[config.mk]
export PLATFORM = sky130hd
export DESIGN_NAME = atca_ctrl
export DESIGN_NICKNAME = d
export VERILOG_FILES = /design/src/design/atca_pkg.sv /design/src/design/atca_ctrl.sv
export SDC_FILE = /design/constraint.sdc
export NUM_CORES = 1
export LEC_CHECK = 0
export ABC_AREA = 0
export CAP_MARGIN = 20
export CORE_MARGIN = 8
export CORE_UTILIZATION = 40
export CTS_CLUSTER_SIZE = 40
export DETAILED_ROUTE_END_ITERATION = 10
export DONT_BUFFER_PORTS = 1
export PLACE_DENSITY = 0.65
export SLEW_MARGIN = 20
export SYNTH_ARGS = -nofsm -noshare
export SYNTH_HDL_FRONTEND = slang
export SYNTH_SLANG_ARGS = --single-unit
[constraint.sdc]
create_clock -name clk -period 2.18 [get_ports clk]
set_clock_uncertainty 0.2 [all_clocks]
set_input_delay 0.545 -clock clk [delete_from_list [all_inputs] [get_ports clk]]
set_output_delay 0.545 -clock clk [all_outputs]
set_load 0.01 [all_outputs]
[src/design/atca_pkg.sv]
// atca_pkg: shared types and constants of the affine transform block
// no dependencies
`default_nettype none
package atca_pkg;
  localparam int WORK_BITS = 30;
  localparam logic signed [33:0] GAIN_Q30 = 34'sd652032874;
  localparam logic signed [33:0] PI_Q30 = 34'sd3373259426;
  localparam logic signed [33:0] HALF_PI_Q30 = 34'sd1686629713;

  typedef enum logic [2:0] {
    FN_IDENT = 3'd0, FN_ROT_CW = 3'd1, FN_ROT_CCW = 3'd2,
    FN_REFLECT = 3'd3, FN_TRANS = 3'd4, FN_POINT = 3'd5,
    FN_RSV6 = 3'd6, FN_RSV7 = 3'd7
  } func_t;

  // datapath operation codes
  typedef enum logic [3:0] {
    OP_NONE, OP_IDENT, OP_CORDIC_INIT, OP_CORDIC_STEP, OP_CORDIC_FIN,
    OP_REFL_MUL, OP_REFL_FIN, OP_LOAD_ROT, OP_LOAD_TRANS, OP_MAC,
    OP_COMMIT, OP_POINT_MAC
  } op_t;

  typedef struct packed {
    op_t        op;
    logic       first;   // first product of a pair
    logic [2:0] sel;     // entry index or product select
    logic [4:0] iter;
  } cmd_t;

  function automatic logic signed [33:0] atan_q30(input logic [4:0] i);
    case (i)
      5'd0: atan_q30 = 34'sd843314857;  5'd1: atan_q30 = 34'sd497837829;
      5'd2: atan_q30 = 34'sd263043837;  5'd3: atan_q30 = 34'sd133525159;
      5'd4: atan_q30 = 34'sd67021687;   5'd5: atan_q30 = 34'sd33543516;
      5'd6: atan_q30 = 34'sd16775851;   5'd7: atan_q30 = 34'sd8388437;
      5'd8: atan_q30 = 34'sd4194283;    5'd9: atan_q30 = 34'sd2097149;
      5'd10: atan_q30 = 34'sd1048576;   5'd11: atan_q30 = 34'sd524288;
      5'd12: atan_q30 = 34'sd262144;    5'd13: atan_q30 = 34'sd131072;
      5'd14: atan_q30 = 34'sd65536;     5'd15: atan_q30 = 34'sd32768;
      5'd16: atan_q30 = 34'sd16384;     5'd17: atan_q30 = 34'sd8192;
      5'd18: atan_q30 = 34'sd4096;      5'd19: atan_q30 = 34'sd2048;
      5'd20: atan_q30 = 34'sd1024;      5'd21: atan_q30 = 34'sd512;
      5'd22: atan_q30 = 34'sd256;       5'd23: atan_q30 = 34'sd128;
      default: atan_q30 = 34'sd0;
    endcase
  endfunction

  function automatic logic signed [31:0] sat32(input logic signed [65:0] v);
    if (v > 66'sd2147483647) sat32 = 32'sh7fffffff;
    else if (v < -66'sd2147483648) sat32 = 32'sh80000000;
    else sat32 = v[31:0];
  endfunction
endpackage
`default_nettype wire

[src/design/atca_ctrl.sv]
// atca_ctrl: sequencer that issues datapath commands for each item
// depends on atca_pkg
`default_nettype none
module atca_ctrl
  import atca_pkg::*;
#(
  parameter int CORDIC_ITERATIONS = 16
) (
  input  wire logic       clk,
  input  wire logic       rst_n,
  input  wire logic       in_valid,
  input  wire logic [2:0] in_func,
  output logic            in_ready,
  output logic            out_valid,
  input  wire logic       out_ready,
  output logic            load,
  output cmd_t            cmd
);
  localparam int NIT = (CORDIC_ITERATIONS > 24) ? 24 : CORDIC_ITERATIONS;
  typedef enum logic [3:0] {
    S_IDLE, S_EXEC, S_CINIT, S_CSTEP, S_CFIN, S_REFL, S_RFIN, S_LOAD,
    S_MAC, S_COMMIT, S_PMAC, S_OUT
  } state_t;
  state_t     state_r;
  func_t      func_r;
  logic [4:0] cnt_r;
  logic       half_r;

  assign in_ready = (state_r == S_IDLE);
  assign out_valid = (state_r == S_OUT);
  assign load = in_valid && in_ready;

  always_comb begin
    cmd = '{op: OP_NONE, first: half_r == 1'b0, sel: cnt_r[2:0], iter: cnt_r};
    case (state_r)
      S_EXEC:   cmd.op = (func_r == FN_IDENT) ? OP_IDENT : OP_NONE;
      S_CINIT:  cmd.op = OP_CORDIC_INIT;
      S_CSTEP:  cmd.op = OP_CORDIC_STEP;
      S_CFIN:   cmd.op = OP_CORDIC_FIN;
      S_REFL:   cmd.op = OP_REFL_MUL;
      S_RFIN:   cmd.op = OP_REFL_FIN;
      S_LOAD: begin
        cmd.op = (func_r == FN_TRANS) ? OP_LOAD_TRANS : OP_LOAD_ROT;
        cmd.first = (func_r == FN_ROT_CW);
      end
      S_MAC:    cmd.op = OP_MAC;
      S_COMMIT: cmd.op = OP_COMMIT;
      S_PMAC: begin
        cmd.op = OP_POINT_MAC;
        cmd.sel = cnt_r[0] ? 3'd3 : 3'd0;
      end
      default: ;
    endcase
  end

  always_ff @(posedge clk) begin
    if (!rst_n) begin
      state_r <= S_IDLE;
      cnt_r <= '0;
      half_r <= 1'b0;
      func_r <= FN_IDENT;
    end else begin
      case (state_r)
        S_IDLE: if (in_valid) begin
          func_r <= func_t'(in_func);
          state_r <= S_EXEC;
        end
        S_EXEC: begin
          cnt_r <= '0;
          half_r <= 1'b0;
          case (func_r)
            FN_ROT_CW, FN_ROT_CCW, FN_REFLECT: state_r <= S_CINIT;
            FN_TRANS: state_r <= S_LOAD;
            FN_POINT: state_r <= S_PMAC;
            default: state_r <= S_IDLE;
          endcase
        end
        S_CINIT: state_r <= S_CSTEP;
        S_CSTEP: begin
          cnt_r <= cnt_r + 5'd1;
          if (cnt_r == 5'(NIT - 1)) state_r <= S_CFIN;
        end
        S_CFIN: begin
          cnt_r <= '0;
          state_r <= (func_r == FN_REFLECT) ? S_REFL : S_LOAD;
        end
        S_REFL: begin
          cnt_r <= cnt_r + 5'd1;
          if (cnt_r == 5'd2) state_r <= S_RFIN;
        end
        S_RFIN: begin cnt_r <= '0; state_r <= S_MAC; end
        S_LOAD: begin cnt_r <= '0; state_r <= S_MAC; end
        S_MAC: begin
          half_r <= ~half_r;
          if (half_r) begin
            cnt_r <= cnt_r + 5'd1;
            if (cnt_r == 5'd5) state_r <= S_COMMIT;
          end
        end
        S_COMMIT: state_r <= S_IDLE;
        S_PMAC: begin
          half_r <= ~half_r;
          if (half_r) begin
            cnt_r <= cnt_r + 5'd1;
            if (cnt_r == 5'd1) state_r <= S_OUT;
          end
        end
        S_OUT: if (out_ready) state_r <= S_IDLE;
        default: state_r <= S_IDLE;
      endcase
    end
  end

  a_ready_idle: assert property (@(posedge clk) disable iff (!rst_n)
    out_valid |-> !in_ready) else $error("ready while result pending");
  a_out_hold: assert property (@(posedge clk) disable iff (!rst_n)
    out_valid && !out_ready |=> out_valid) else $error("result dropped");
  a_accept_exec: assert property (@(posedge clk) disable iff (!rst_n)
    load |=> state_r == S_EXEC) else $error("item not started");
endmodule
`default_nettype wire

==> summary.txt <==
Route
  – Vias per cell: 5.58
  – DRT iter0 DRCs: 29
  – Post-route ant nets: 0
  – Routed length per placed instance: 14.6 um
  – Drt drc: 0
  – First-pass iteration count of the detailed router: 4
  – Routed vias: 932
  – Wirelength, routed: 2440 um

Global route
  – First-pass GRT wire length: 3920 um
  – GRT overflow: 0
  – Global Route Usage Sum: 0.113
  – Pin count of the biggest net entering global routing: 13
  – Initial antenna violation count: 0
  – Vias in the first global route: between 800 and 900

Run status
  – Status: finished clean

STA
  – # setup viols final: 0
  – Fmax: 0.466 GHz
  – Final WS setup: 0.0354 ns
  – Post-route minimum period: 2.14 ns
  – Max_slew headroom: 0.633
  – Crit share post-route: 0.984
  – Setup_tns: 0 ns
  – Fin. Hold Viols: 0
  – RSZ-0062 raised after global routing: yes
  – Measured slew at the worst slew-check pin: 0.546 ns
  – Max Slew Vio Count: 0

Pwr
  – Gate power share: 0.575
  – Peak supply drop: slightly below 600 uV
  – Total Power: 1210 uW
  – Power per cell area: 1040 nW/um2
  – Net Sw Frac: 0.438
  – Switching pwr: 530 uW
  – Clk network pwr share: 0.124
  – Internal power: about 680 uW
  – Sequential power share: 0.301
  – Pleak: between 0.0004 and 0.0005 uW

Worst setup path
  – Reg-to-reg startpoint: cnt_r[1]
  – CP bufs+invs: 3
  – Setup CP Type: register to register
  – Worst Path Required: about 2.2 ns
  – CP Capture Type: register
  – Kind of cell adding the most delay to the critical path: compound AO/OA/AOI/OAI gates
  – Worst path max stage delay: approximately 0.41 ns
  – Crit. Startpoint: cnt_r[1]
  – Worst Path Arrival: 2.11 ns
  – CP cell instances: buf_4 -> inv_1 -> ha_1 -> nor4bb_1 -> a2111o_1 -> nand4_2 -> buf_4 -> mux2i_1 -> a21boi_1
  – FF-to-FF End: state_r[0]
  – Critical Path Most Common Cell: buf_4
  – Reg2Reg Depth: 9
  – Crit-path max FO: 5
  – Slowest-stage cell, CP: a2111o_1
  – Nature of the critical path startpoint: register
  – R2r setup slk: around 0.035 ns

Yosys
  – Synth async-reset ratio: 0
  – Cells after Synth: about 130
  – EDFF count, synth: 0
  – Post-synthesis register bit count: 13
  – Synthesized area per cell: 7.78 um2
  – Synth Flop Type: dfxtp_1
  – Syn. warnings: 0
  – Seq/Total Area, Yosys: 0.268
  – Mapped Area: 972 um2
  – Synthesized Nets: 136
  – Count of cell types in the netlist: 46

Clock tree
  – CTS root buf: clkbuf_4
  – # hold bufs at CTS: 0
  – Clock tree sinks: 13
  – CTS HTree Levels: 1
  – CTS tree: yes
  – Clock buffer depth: 2
  – Clk_lat worst skew: 0.27 ns
  – CTS Buf Count: 3
  – Clk slew on worst S/H paths: 0.09 ns

Hold path
  – Min-delay src: rst_n
  – WHS Path Cells: 2
  – Tightest Hold Check Type: input pin to register
  – Hold Path Sink: state_r[3]

Final layout
  – Final net count: roughly 150
  – Share of layout cells above drive strength 1: 0.255
  – Antenna Cells: 0
  – Area grow syn2layout: 19.3%
  – Final instance area: roughly 1200 um2

Die
  – Die Height: 65.3 um
  – Die area: 4260 um2
  – Core Box Area: 2390 um2
  – Initial Util: 0.407
  – Rows: 18
  – Width of the die: approximately 65 um
  – I/O pin cnt: 23

Run
  – Max-cap violations: 0

Placement
  – HPWL Detailed: 1810 um
  – Number of I/O port buffers: 0
  – Area after DPL: 1060 um2
  – Dpl ws: 0.0925 ns
  – Placer Congestion: 0.853
## per-layer routing
metal	vias up	global-route usage	wire length (um)
met3	4	0.0204	64
li1	475	-	-
met4	0	0.0627	35
met5	-	0	0
met1	437	0.132	1100
met2	16	0.188	1240
## metrics by stage
step | util | cells | hold WS (ns)
floorplan | - | 125 | 0.286
global placement | 0.445 | 159 | 0.329
detailed placement | 0.445 | 159 | 0.333
CTS | 0.465 | 164 | 0.170
global route | 0.486 | 167 | 0.166
finish | 0.486 | 167 | 0.174
## worst max path at each step
stage / endpoint / slack (ns) / cells past startpoint
floorplan: state_r[2] / 0.02 / 8
global placement: state_r[2] / 0.13 / 8
detailed placement: state_r[2] / 0.09 / 8
CTS: load / 0.02 / 4
global route: state_r[0] / -0.10 / 9
finish: state_r[0] / 0.04 / 9
## power by group through the flow
stage / logic (uW) / clock network [uW] / registers [uW]
6_report: 696 / 150 / 364
3_3_place_gp: 617 / 0 / 361
3_5_place_dp: 623 / 0 / 366
4_1_cts: 634 / 156 / 367
2_1_floorplan: 472 / 0 / 352
5_1_grt: 768 / 170 / 373
## sequential cells by signal, indices dropped and copies added (netlist names)
register and count:
cnt_r 5, state_r 4, func_r 3, half_r 1
## worst reg2reg max path: stages, from the launching register on
cell and delay (ns):
dfxtp_1 0.35, buf_4 0.15, inv_1 0.06, ha_1 0.17
nor4bb_1 0.13, a2111o_1 0.41, nand4_2 0.14, buf_4 0.14
mux2i_1 0.21, a21boi_1 0.09
## cell type report
class	instances	area, um2
Inverter	7	26.3
Clock buffer	3	22.5
Timing Repair Buffer	19	148
Fill cell	243	1230
Clock inverter	1	5.00
Multi-Input combinational cell	94	642
Sequential cell	13	279
Tap cell	30	37.5
## cell usage after synthesis, drive strengths merged, types with 2 or more instances
cell | n | area share
a21boi | 2 | 0.015
nand4 | 2 | 0.019
and3 | 2 | 0.013
xor2 | 2 | 0.018
nand2b | 3 | 0.019
mux2i | 4 | 0.041
nor2b | 4 | 0.026
ha | 4 | 0.051
a21oi | 6 | 0.031
nor4 | 2 | 0.013
o22ai | 3 | 0.019
buf | 7 | 0.046
nand2 | 9 | 0.035
nor2 | 13 | 0.050
o21ai | 8 | 0.041
clkbuf | 4 | 0.015
nor4bb | 2 | 0.021
a211oi | 2 | 0.015
nor3b | 2 | 0.015
nor3 | 4 | 0.021
inv | 7 | 0.027
a2111o | 2 | 0.023
dfxtp | 13 | 0.27
## placed cells by master (no fill, tap or decap), types with 4 or more instances in the layout
cell     Yosys  layout
buf_4        2      18
nand2_1      9       9
dfxtp_1     13       6
mux2i_1      4       4
o21ai_0      7       5
inv_1        7       6
nor2_1      13      13
nor2b_1      4       4
a21oi_1      6       6
dfxtp_4      0       4
ha_1         4       4
## repair_timing
action / in CTS / in global routing
pin swaps: 0 / 1
setup buffers: 1 / 3
setup endpoints to repair: 6 / 6
gates resized for setup: 6 / 9
## logic make-up (layout without fill, tap and decap cells)
group	count (synthesis)	count (layout)	share of synthesized area
AOI/OAI and AO/OA	34	34	0.237
and+or+nand+nor	49	49	0.287
xor gates and xnor gates	3	3	0.0270
DFF	13	13	0.268
buffers and inverters	18	30	0.0888
muxes	4	4	0.0412
adders and majority gates	4	4	0.0515
No activity file was read; power rests on OpenSTA's default activity.
